==> src/misaligned_load_store_unit_assert.svh <==
// Assertion macros for the misaligned load/store unit.
// Depends on nothing; included by the top level inside its module body.
`ifndef MISALIGNED_LOAD_STORE_UNIT_ASSERT_SVH
`define MISALIGNED_LOAD_STORE_UNIT_ASSERT_SVH

// Same-cycle implication, sampled at the rising clock edge, off during reset.
`define MLSU_ASSERT_NOW(label, clk, rst_n, ante, cons) \
    label: assert property (@(posedge clk) disable iff (!rst_n) (ante) |-> (cons)) \
        else $error("mlsu assertion failed");

// Next-cycle implication, sampled at the rising clock edge, off during reset.
`define MLSU_ASSERT_NEXT(label, clk, rst_n, ante, cons) \
    label: assert property (@(posedge clk) disable iff (!rst_n) (ante) |=> (cons)) \
        else $error("mlsu assertion failed");

`endif

==> src/mlsu_pkg.sv <==
// Shared types and constants of the misaligned load/store unit.
// Used by mlsu_decode and misaligned_load_store_unit; depends on nothing.
package mlsu_pkg;

    typedef enum logic [1:0] {
        OP_WRITE   = 2'd0,
        OP_READ    = 2'd1,
        OP_EMULATE = 2'd2
    } op_t;

    // Instruction length classes (low two bits of the encoding)
    localparam logic [1:0] QUAD_0    = 2'b00;
    localparam logic [1:0] QUAD_2    = 2'b10;
    localparam logic [1:0] QUAD_FULL = 2'b11;

    // 32-bit funct3 codes for loads and stores
    localparam logic [2:0] F3_H  = 3'd1;
    localparam logic [2:0] F3_W  = 3'd2;
    localparam logic [2:0] F3_D  = 3'd3;
    localparam logic [2:0] F3_HU = 3'd5;
    localparam logic [2:0] F3_WU = 3'd6;

    // Compressed funct3 codes
    localparam logic [2:0] C_F3_LW = 3'd2;
    localparam logic [2:0] C_F3_LD = 3'd3;
    localparam logic [2:0] C_F3_SW = 3'd6;
    localparam logic [2:0] C_F3_SD = 3'd7;

    // Access sizes in bytes
    localparam logic [3:0] BYTES_0 = 4'd0;
    localparam logic [3:0] BYTES_2 = 4'd2;
    localparam logic [3:0] BYTES_4 = 4'd4;
    localparam logic [3:0] BYTES_8 = 4'd8;

    typedef struct packed {
        logic       ok;     // encoding recognized
        logic       len4;   // 32-bit instruction
        logic [3:0] bytes;  // access size
        logic       sgn;    // sign-extend load
        logic [4:0] rd;     // load destination
        logic [4:0] src;    // store source
    } dec_t;

    function automatic logic [63:0] size_mask(input logic [3:0] bytes);
        logic [63:0] m;
        begin
            case (bytes)
                BYTES_2: m = 64'h0000_0000_0000_ffff;
                BYTES_4: m = 64'h0000_0000_ffff_ffff;
                default: m = '1;
            endcase
            return m;
        end
    endfunction

endpackage

==> src/mlsu_decode.sv <==
// Decoder of RV64I and RV64C misaligned load/store encodings.
// Depends on mlsu_pkg.
module mlsu_decode (
    input  logic [31:0]      instruction,
    input  logic             store_fault,
    output mlsu_pkg::dec_t   dec
);
    import mlsu_pkg::*;

    logic [2:0] f3_full;
    logic [2:0] f3_c;
    logic [4:0] rp;

    assign f3_full = instruction[14:12];
    assign f3_c    = instruction[15:13];
    assign rp      = {2'b01, instruction[4:2]};

    always_comb
    begin
        dec = '0;
        if (instruction[1:0] == QUAD_FULL)
        begin
            dec.len4 = 1'b1;
            if (store_fault)
            begin
                dec.src = instruction[24:20];
                case (f3_full)
                    F3_H:    begin dec.ok = 1'b1; dec.bytes = BYTES_2; end
                    F3_W:    begin dec.ok = 1'b1; dec.bytes = BYTES_4; end
                    F3_D:    begin dec.ok = 1'b1; dec.bytes = BYTES_8; end
                    default: dec.ok = 1'b0;
                endcase
            end
            else
            begin
                dec.rd = instruction[11:7];
                case (f3_full)
                    F3_H:    begin dec.ok = 1'b1; dec.bytes = BYTES_2; dec.sgn = 1'b1; end
                    F3_W:    begin dec.ok = 1'b1; dec.bytes = BYTES_4; dec.sgn = 1'b1; end
                    F3_D:    begin dec.ok = 1'b1; dec.bytes = BYTES_8; end
                    F3_HU:   begin dec.ok = 1'b1; dec.bytes = BYTES_2; end
                    F3_WU:   begin dec.ok = 1'b1; dec.bytes = BYTES_4; end
                    default: dec.ok = 1'b0;
                endcase
            end
        end
        else if (instruction[1:0] == QUAD_0 || instruction[1:0] == QUAD_2)
        begin
            if (store_fault)
            begin
                dec.src = (instruction[1:0] == QUAD_0) ? rp : instruction[6:2];
                case (f3_c)
                    C_F3_SW: begin dec.ok = 1'b1; dec.bytes = BYTES_4; end
                    C_F3_SD: begin dec.ok = 1'b1; dec.bytes = BYTES_8; end
                    default: dec.ok = 1'b0;
                endcase
            end
            else
            begin
                dec.rd = (instruction[1:0] == QUAD_0) ? rp : instruction[11:7];
                case (f3_c)
                    C_F3_LW: begin dec.ok = 1'b1; dec.bytes = BYTES_4; dec.sgn = 1'b1; end
                    C_F3_LD: begin dec.ok = 1'b1; dec.bytes = BYTES_8; end
                    default: dec.ok = 1'b0;
                endcase
            end
        end
    end

endmodule

==> src/misaligned_load_store_unit.sv <==
// Misaligned load/store emulation unit: top level with the frame register file.
// Depends on mlsu_pkg, mlsu_decode and misaligned_load_store_unit_assert.svh.
//
// Usage:
//   Input channel (in_valid/in_ready) carries one item per transfer: a frame
//   register write, a frame register read, or one faulting access to emulate.
//   Output channel (out_valid/out_ready) carries exactly one result per item,
//   in order of acceptance.
// Flow: an item accepted into the input register is decoded and executed
//   there against the register file; its result is loaded into the output
//   register as stage 1 advances, which a stalled output channel holds back.
// Throughput: one item per cycle while out_ready stays high. The register file
//   write of an item happens at the same edge as its result is registered, so
//   the next item already sees it; decode, byte extension and one register file
//   read are combinational between the input and output registers.
// Reset: all 32 frame registers clear to zero, both stages empty.
// Stall: while out_ready is low the output register holds its result; one
//   further item may wait in the input register, after which in_ready drops.
//   Register zero is never written and always reads zero.
module misaligned_load_store_unit (
    input  logic        clk,
    input  logic        rst_n,
    input  logic        in_valid,
    output logic        in_ready,
    input  logic [1:0]  operation,
    input  logic [4:0]  reg_index,
    input  logic [63:0] reg_value,
    input  logic [31:0] instruction,
    input  logic        store_fault,
    input  logic [63:0] trap_pc,
    input  logic [63:0] fault_addr,
    input  logic [63:0] memory_bytes,
    output logic        out_valid,
    input  logic        out_ready,
    output logic        status,
    output logic [63:0] read_value,
    output logic [63:0] next_pc,
    output logic [63:0] store_addr,
    output logic [63:0] store_data,
    output logic [3:0]  store_byte_count,
    output logic        reg_written,
    output logic [4:0]  dest_reg,
    output logic [63:0] loaded_value
);
    import mlsu_pkg::*;

    // Input register (stage 1)
    logic        s1_valid_reg, s1_valid_next;
    logic [1:0]  op_reg;
    logic [4:0]  reg_index_reg;
    logic [63:0] reg_value_reg;
    logic [31:0] instruction_reg;
    logic        store_fault_reg;
    logic [63:0] trap_pc_reg;
    logic [63:0] fault_addr_reg;
    logic [63:0] memory_bytes_reg;

    // Output register (stage 2)
    logic        out_valid_reg, out_valid_next;
    logic        status_reg, status_next;
    logic [63:0] read_value_reg, read_value_next;
    logic [63:0] next_pc_reg, next_pc_next;
    logic [63:0] store_addr_reg, store_addr_next;
    logic [63:0] store_data_reg, store_data_next;
    logic [3:0]  store_byte_count_reg, store_byte_count_next;
    logic        reg_written_reg, reg_written_next;
    logic [4:0]  dest_reg_reg, dest_reg_next;
    logic [63:0] loaded_value_reg, loaded_value_next;

    // Frame register file
    logic [63:0] frame_reg [32];
    logic        rf_we;
    logic [4:0]  rf_waddr;
    logic [63:0] rf_wdata;
    logic [4:0]  rf_raddr;
    logic [63:0] rf_rdata;

    logic        in_fire;
    logic        s1_advance;
    dec_t        dec;
    logic [63:0] mem_masked;
    logic [63:0] load_ext;

    // Handshake: advance stage 1 whenever the output register is free or drains.
    assign s1_advance = s1_valid_reg && (!out_valid_reg || out_ready);
    assign in_ready   = !s1_valid_reg || s1_advance;
    assign in_fire    = in_valid && in_ready;

    assign s1_valid_next  = in_fire ? 1'b1 : (s1_advance ? 1'b0 : s1_valid_reg);
    assign out_valid_next = s1_advance ? 1'b1 :
                            ((out_valid_reg && out_ready) ? 1'b0 : out_valid_reg);

    always_ff @(posedge clk or negedge rst_n)
    begin
        if (!rst_n)
        begin
            s1_valid_reg  <= 1'b0;
            out_valid_reg <= 1'b0;
        end
        else
        begin
            s1_valid_reg  <= s1_valid_next;
            out_valid_reg <= out_valid_next;
        end
    end

    // Capture the input transfer; payload needs no reset.
    always_ff @(posedge clk)
    begin
        if (in_fire)
        begin
            op_reg           <= operation;
            reg_index_reg    <= reg_index;
            reg_value_reg    <= reg_value;
            instruction_reg  <= instruction;
            store_fault_reg  <= store_fault;
            trap_pc_reg      <= trap_pc;
            fault_addr_reg   <= fault_addr;
            memory_bytes_reg <= memory_bytes;
        end
    end

    mlsu_decode u_decode (
        .instruction (instruction_reg),
        .store_fault (store_fault_reg),
        .dec         (dec)
    );

    // One read port: the read operation's index, otherwise the store source.
    assign rf_raddr = (op_reg == OP_READ) ? reg_index_reg : dec.src;
    assign rf_rdata = frame_reg[rf_raddr];

    // Extend the loaded bytes to 64 bits.
    assign mem_masked = memory_bytes_reg & size_mask(dec.bytes);

    always_comb
    begin
        load_ext = mem_masked;
        if (dec.sgn)
        begin
            case (dec.bytes)
                BYTES_2: load_ext = {{48{mem_masked[15]}}, mem_masked[15:0]};
                BYTES_4: load_ext = {{32{mem_masked[31]}}, mem_masked[31:0]};
                default: load_ext = mem_masked;
            endcase
        end
    end

    // Execute the item held in stage 1; every result field defaults to zero.
    always_comb
    begin
        status_next           = 1'b0;
        read_value_next       = '0;
        next_pc_next          = '0;
        store_addr_next       = '0;
        store_data_next       = '0;
        store_byte_count_next = BYTES_0;
        reg_written_next      = 1'b0;
        dest_reg_next         = '0;
        loaded_value_next     = '0;
        rf_we                 = 1'b0;
        rf_waddr              = reg_index_reg;
        rf_wdata              = reg_value_reg;

        case (op_t'(op_reg))
            OP_WRITE:
            begin
                rf_we = (reg_index_reg != 5'd0);
            end
            OP_READ:
            begin
                read_value_next = rf_rdata;
            end
            OP_EMULATE:
            begin
                if (!dec.ok)
                begin
                    status_next  = 1'b1;
                    next_pc_next = trap_pc_reg;
                end
                else
                begin
                    next_pc_next = trap_pc_reg + (dec.len4 ? 64'd4 : 64'd2);
                    if (store_fault_reg)
                    begin
                        store_addr_next       = fault_addr_reg;
                        store_data_next       = rf_rdata & size_mask(dec.bytes);
                        store_byte_count_next = dec.bytes;
                    end
                    else
                    begin
                        reg_written_next  = (dec.rd != 5'd0);
                        dest_reg_next     = dec.rd;
                        loaded_value_next = load_ext;
                        rf_we             = (dec.rd != 5'd0);
                        rf_waddr          = dec.rd;
                        rf_wdata          = load_ext;
                    end
                end
            end
            default:
            begin
                // unused operation code: all-zero result, no state change
            end
        endcase
    end

    // Commit the register file write together with the result.
    always_ff @(posedge clk or negedge rst_n)
    begin
        if (!rst_n)
        begin
            for (int i = 0; i < 32; i++)
            begin
                frame_reg[i] <= '0;
            end
        end
        else if (s1_advance && rf_we)
        begin
            frame_reg[rf_waddr] <= rf_wdata;
        end
    end

    // Load the output register as stage 1 advances; hold it while stalled.
    always_ff @(posedge clk)
    begin
        if (s1_advance)
        begin
            status_reg           <= status_next;
            read_value_reg       <= read_value_next;
            next_pc_reg          <= next_pc_next;
            store_addr_reg       <= store_addr_next;
            store_data_reg       <= store_data_next;
            store_byte_count_reg <= store_byte_count_next;
            reg_written_reg      <= reg_written_next;
            dest_reg_reg         <= dest_reg_next;
            loaded_value_reg     <= loaded_value_next;
        end
    end

    assign out_valid        = out_valid_reg;
    assign status           = status_reg;
    assign read_value       = read_value_reg;
    assign next_pc          = next_pc_reg;
    assign store_addr       = store_addr_reg;
    assign store_data       = store_data_reg;
    assign store_byte_count = store_byte_count_reg;
    assign reg_written      = reg_written_reg;
    assign dest_reg         = dest_reg_reg;
    assign loaded_value     = loaded_value_reg;

`include "misaligned_load_store_unit_assert.svh"

    // Register zero never changes.
    `MLSU_ASSERT_NOW(a_x0_zero, clk, rst_n, 1'b1, frame_reg[0] == 64'd0)
    // An error result carries no store and no register write.
    `MLSU_ASSERT_NOW(a_err_quiet, clk, rst_n, out_valid_reg && status_reg,
        store_byte_count_reg == BYTES_0 && !reg_written_reg)
    // A reported register write never targets register zero.
    `MLSU_ASSERT_NOW(a_wr_dest, clk, rst_n, out_valid_reg && reg_written_reg,
        dest_reg_reg != 5'd0)
    // A stalled result stays valid and its next pc unchanged.
    `MLSU_ASSERT_NEXT(a_out_hold, clk, rst_n, out_valid_reg && !out_ready,
        out_valid_reg && $stable(next_pc_reg))
    // A full pipeline behind a stalled receiver takes no new item.
    `MLSU_ASSERT_NOW(a_full_block, clk, rst_n,
        s1_valid_reg && out_valid_reg && !out_ready, !in_ready)

endmodule

==> config.mk <==
export PLATFORM = sky130hd
export DESIGN_NAME = misaligned_load_store_unit
export DESIGN_NICKNAME = d
export VERILOG_FILES = /design/src/mlsu_pkg.sv /design/src/mlsu_decode.sv /design/src/misaligned_load_store_unit.sv
export VERILOG_INCLUDE_DIRS = /design/src /design/src/src
export SDC_FILE = /design/constraint.sdc
export NUM_CORES = 2
export LEC_CHECK = 0
export BUFFER_PORTS_ARGS = -buffer_cell sky130_fd_sc_hd__buf_2
export CELL_PAD_IN_SITES_DETAIL_PLACEMENT = 0
export CELL_PAD_IN_SITES_GLOBAL_PLACEMENT = 1
export CORE_UTILIZATION = 52
export CTS_BUF_LIST = sky130_fd_sc_hd__clkbuf_4 sky130_fd_sc_hd__clkbuf_8
export CTS_CLUSTER_DIAMETER = 50
export DETAILED_ROUTE_END_ITERATION = 10
export PLACE_DENSITY = 0.88
export SYNTH_ARGS = -nofsm -noshare
export SYNTH_HDL_FRONTEND = slang
export SYNTH_HIERARCHICAL = 1
export SYNTH_SLANG_ARGS = --single-unit
==> constraint.sdc <==
create_clock -name clk -period 20.3 [get_ports clk]
set_input_delay 2.03 -clock clk [delete_from_list [all_inputs] [get_ports clk]]
set_output_delay 2.03 -clock clk [all_outputs]
set_load 0.05 [all_outputs]
Word level (Yosys, flattened, before mapping)

Index checks and enable logic that the tools add are counted.

Add/sub/neg operators: 1
Multiplexer cells: 54
Equality and inequality tests: 15
Reduce and logical (&&, ||, !) cells: 25
Bitwise operators: 6
Order comparisons: 3

Operators by type and width:

| kind                 | count |
|---|---|
| $bwmux W2048         | 1 |
| $mux W64             | 11 |
| $bmux W64 S5         | 1 |
| $demux W64 S5        | 1 |
| $pmux W64 S2         | 2 |
| $and A64 B64 Y64     | 2 |
| $add A64 B3 Y64      | 1 |
| $mux W5              | 8 |
| $mux W15             | 2 |
| $pmux W4 S3          | 2 |
| $mux W1              | 18 |
| $pmux W4 S2          | 2 |
| $eq A3 B2 Y1 const B | 4 |
| $eq A3 B3 Y1 const B | 4 |
| $ge A6 B6 Y1 const B | 2 |
| $mux W6              | 2 |
| $not A5 Y6           | 2 |
| $reduce_bool A5 Y1   | 2 |
| $reduce_or A2 Y1     | 5 |
| $mux W4              | 2 |
| $eq A2 B2 Y1 const B | 3 |
| $lt A6 B1 Y1 const B | 1 |
| $reduce_or A3 Y1     | 2 |
| $logic_and A1 B1 Y1  | 5 |
| other kinds (13)     | 19 |

Input bits: 300
Word-level logic and storage cells: 155
Register bits after elaboration: 2,670

Depth between registers and ports, before layout

Word-level depth: 14
Gate-level depth with buffers: 16

Cells and area by module

The synthesis kept the hierarchy.

By module, submodules not included:

| module                     | cells each | area an instance (um^2) | times used |
|---|---|---|---|
| misaligned_load_store_unit | 10,462     | 120,934.7               | 1 |
| mlsu_decode                | 52         | 332.8                   | 1 |

Least setup slack after synthesis

Ideal clock, no wire load.

Kind: input-to-reg
From: input out_ready
To: register dest_reg_reg[0], in the netlist dest_reg[0], enable pin
Data arrival time: 15.795 ns
Stages: 2
Data required time: 19.271 ns
Path slack: 3.476 ns
Path through: nor2b_1 -> nor2_1

Word-level cells in the longest chain between the ends: 2

Ends and longest elaborated chain:

| item                 | RTL line                          | RTL |
|---|---|---|
| start, declared      | misaligned_load_store_unit.sv:34  | `input logic out_ready,` |
| $logic_or A1 B1 Y1   | misaligned_load_store_unit.sv:85  | `assign s1_advance = s1_valid_reg && (!out_valid_reg \|\| out_ready);` |
| $logic_and A1 B1 Y1  | misaligned_load_store_unit.sv:85  |  |
| end signal, assigned | misaligned_load_store_unit.sv:236 | `dest_reg_reg <= dest_reg_next;` |
| end, declared        | misaligned_load_store_unit.sv:67  | `logic [4:0] dest_reg_reg, dest_reg_next;` |

Every way passes these cells.
A chain may end at the register's enable or synchronous reset.

==> metrics.md <==
| Metric | Value |
|---|---|
| Number of flip-flops in the largest register | 2048 |
| IO Port Bufs | 621 |
| Setup ws final | 13.21 ns |
| Die Y-Extent | 484 um |
| Initial Util | 0.525 |
| R2r worst-path depth | 13 |
| Outcome | complete, no violations |
| Skew final | 0.0950 ns |
| Most frequent cells in the layout | dfrtp_1 (2050), a211oi_1 (1828), inv_1 (934), mux2_2 (717), mux2i_1 (716) |
| Unrepaired setup endpoints after global routing | no |
| Crit path launch | instruction_reg[1]$_DFFE_PP_ |
| Iter 0 DRT Violations | 9388 |
| Gpl congestion | 0.853 |
| Fill cells | 18504 |
| Net Count, Synth | 10806 |
| Inserted Clock Buffers | 450 |
| Max-capacitance violation count | 0 |
| CP Data Arrival Time | 7.84 ns |
| GRT overflow | 0 |
| DRC Markers | 0 |
| Lkg Pwr | 58.5 nW |
| VDD IR-drop max | 0.0000752 V |
| Hold Path Class | reg -> reg |
| Post-Syn Area | 121000 um^2 |
| Worst path most repeated cell | buf_4 |
| WS Path Type | reg -> reg |
| Cell Rows | 176 |
| Initial antenna violation count | 24 |
| Core Box Area | 231000 um^2 |
| Required time of the critical path | 21.06 ns |
| Clk slew on worst S/H paths | 0.06 ns |
| CTS H-tree lvls | 5 |
| CP Capture Point | read_value[45]$_SDFFCE_PN0P_ |
| Setup crit start kind | register |
| CP cell instances | and2_4 > a21oi_1 > nor2b_4 > buf_4 > buf_4 > buf_4 > buf_4 > buf_4 > a211oi_1 > a211oi_1 > a2111oi_0 > o2111ai_1 > nor2_1 |
| # resized after CTS | 0 |
| DP Wirelength | 199000 um |
| CTS tree | done |
| Clock Path Buffers | 4 |
| Full die area | 235000 um^2 |
| Clock tree sinks | 2666 |
| Worst R2R End | read_value[45]$_SDFFCE_PN0P_ |
| DR vias | 89139 |
| Dpl ws | 13.52 ns |
| Hold Buf Count CTS | 0 |
| Syn avg cell area | 11.5 um^2 |
| Drt via density | 6.34 |
| Yosys warns | 6 |
| ANT nets after route | 0 |
| Crit path capture type | register |
| Layout cells sized above 1 | 0.218 |
| Largest net degree at the start of global routing | 241 |
| Nets@finish | 10977 |
| Final Setup Violations | 0 |
| Final min period | 7.09 ns |
| Setup TNS | 0 ns |
| Post-Synthesis Cells | 10503 |
| Reg-to-reg startpoint | instruction_reg[1]$_DFFE_PP_ |
| Root buf cell | clkbuf_8 |
| Average wire per standard cell | 26.7 um |
| Postcts setup bufs | 0 |
| Total power | 0.0129 W |
| Reg2reg setup slack | 13.21 ns |
| DR pass1 iterations | 6 |
| Register area | 69800 um^2 |
| CP Max Fanout | 86 |
| Vias in the first global route | 90167 |
| Multi-input logic area | 43300 um^2 |
| Pwr Density | 95.8 nW/um^2 |
| Skew-Pair Late Insertion Delay | 1.14 ns |
| Slowest-stage cell, CP | buf_4 |
| Slew HR | 0.112 |
| Fin. Hold Viols | 0 |
| Chip width | 484 um |
| Worst path max stage delay | 0.91 ns |
| Commonest non-fill, non-tap cell in the layout | dfrtp_1 |
| IO Count | 633 |
| FMAX | 141 MHz |
| Worst Max-Slew Pin Slew | 1.33 ns |
| Pins Over Slew Limit | 0 |
| First-pass GRT wire length | 562000 um |
| Syn-to-layout area delta | 11.5% |
| Final period util | 0.349 |
| GRT Resource Usage Total | 0.315 |
| Routed WL | 375000 um |
stage by stage:
stage	hold WS (ns)	cells	instance area, um^2	util
final	0.377	14066	135000	0.585
after CTS	0.379	14046	135000	0.584
after floorplan	0.429	10503	121000	-
after detailed placement	0.366	13248	125000	0.544
after global placement	0.364	13248	125000	0.544
after global routing	0.383	14063	135000	0.585
per-layer routing:
metal,part of all wire,vias to the layer above,GRT usage
met5,0.00025,-,0.00122
met4,0.061,10,0.183
met3,0.083,1244,0.0647
met2,0.46,4541,0.496
met1,0.40,44808,0.405
li1,-,38536,-
cell type report:
cell class	instances	area share
flip-flops and latches	2666	0.518
multi-input cells	5799	0.321
clock buffers	714	0.0653
repair buffers	823	0.0365
well taps	3026	0.0281
inverters	934	0.0260
clock inverters	84	0.00465
diodes	20	0.000371
power by group:
part           internal [W]  switching [W]
clock               0.00281        0.00219
sequential          0.00599       0.000198
combinational      0.000525        0.00120
total               0.00933        0.00359
critical path: cells and delay by family, from the launching register on:
| kind | cells | cell delay, ns |
|---|---|---|
| flip-flops | 1 | 0.55 |
| AND/OR/NAND/NOR | 3 | 0.71 |
| buffers and inverters | 5 | 3.91 |
| AO/OA/AOI/OAI | 5 | 1.28 |
worst min-delay path by stage:
| stage | from | to | slack, ns | cells after the start |
|---|---|---|---|---|
| 6_report | frame_reg[1996]$_DFFE_PN0P_ | frame_reg[1996]$_DFFE_PN0P_ | 0.38 | 0 |
| 5_1_grt | frame_reg[2017]$_DFFE_PN0P_ | frame_reg[2017]$_DFFE_PN0P_ | 0.38 | 0 |
| 4_1_cts | frame_reg[2008]$_DFFE_PN0P_ | frame_reg[2008]$_DFFE_PN0P_ | 0.38 | 0 |
| 3_5_place_dp | frame_reg[2008]$_DFFE_PN0P_ | frame_reg[2008]$_DFFE_PN0P_ | 0.37 | 0 |
| 3_3_place_gp | frame_reg[1989]$_DFFE_PN0P_ | frame_reg[1989]$_DFFE_PN0P_ | 0.36 | 0 |
| 2_1_floorplan | frame_reg[1985]$_DFFE_PN0P_ | frame_reg[1985]$_DFFE_PN0P_ | 0.43 | 1 |
Power figures use the tool's default switching activity.
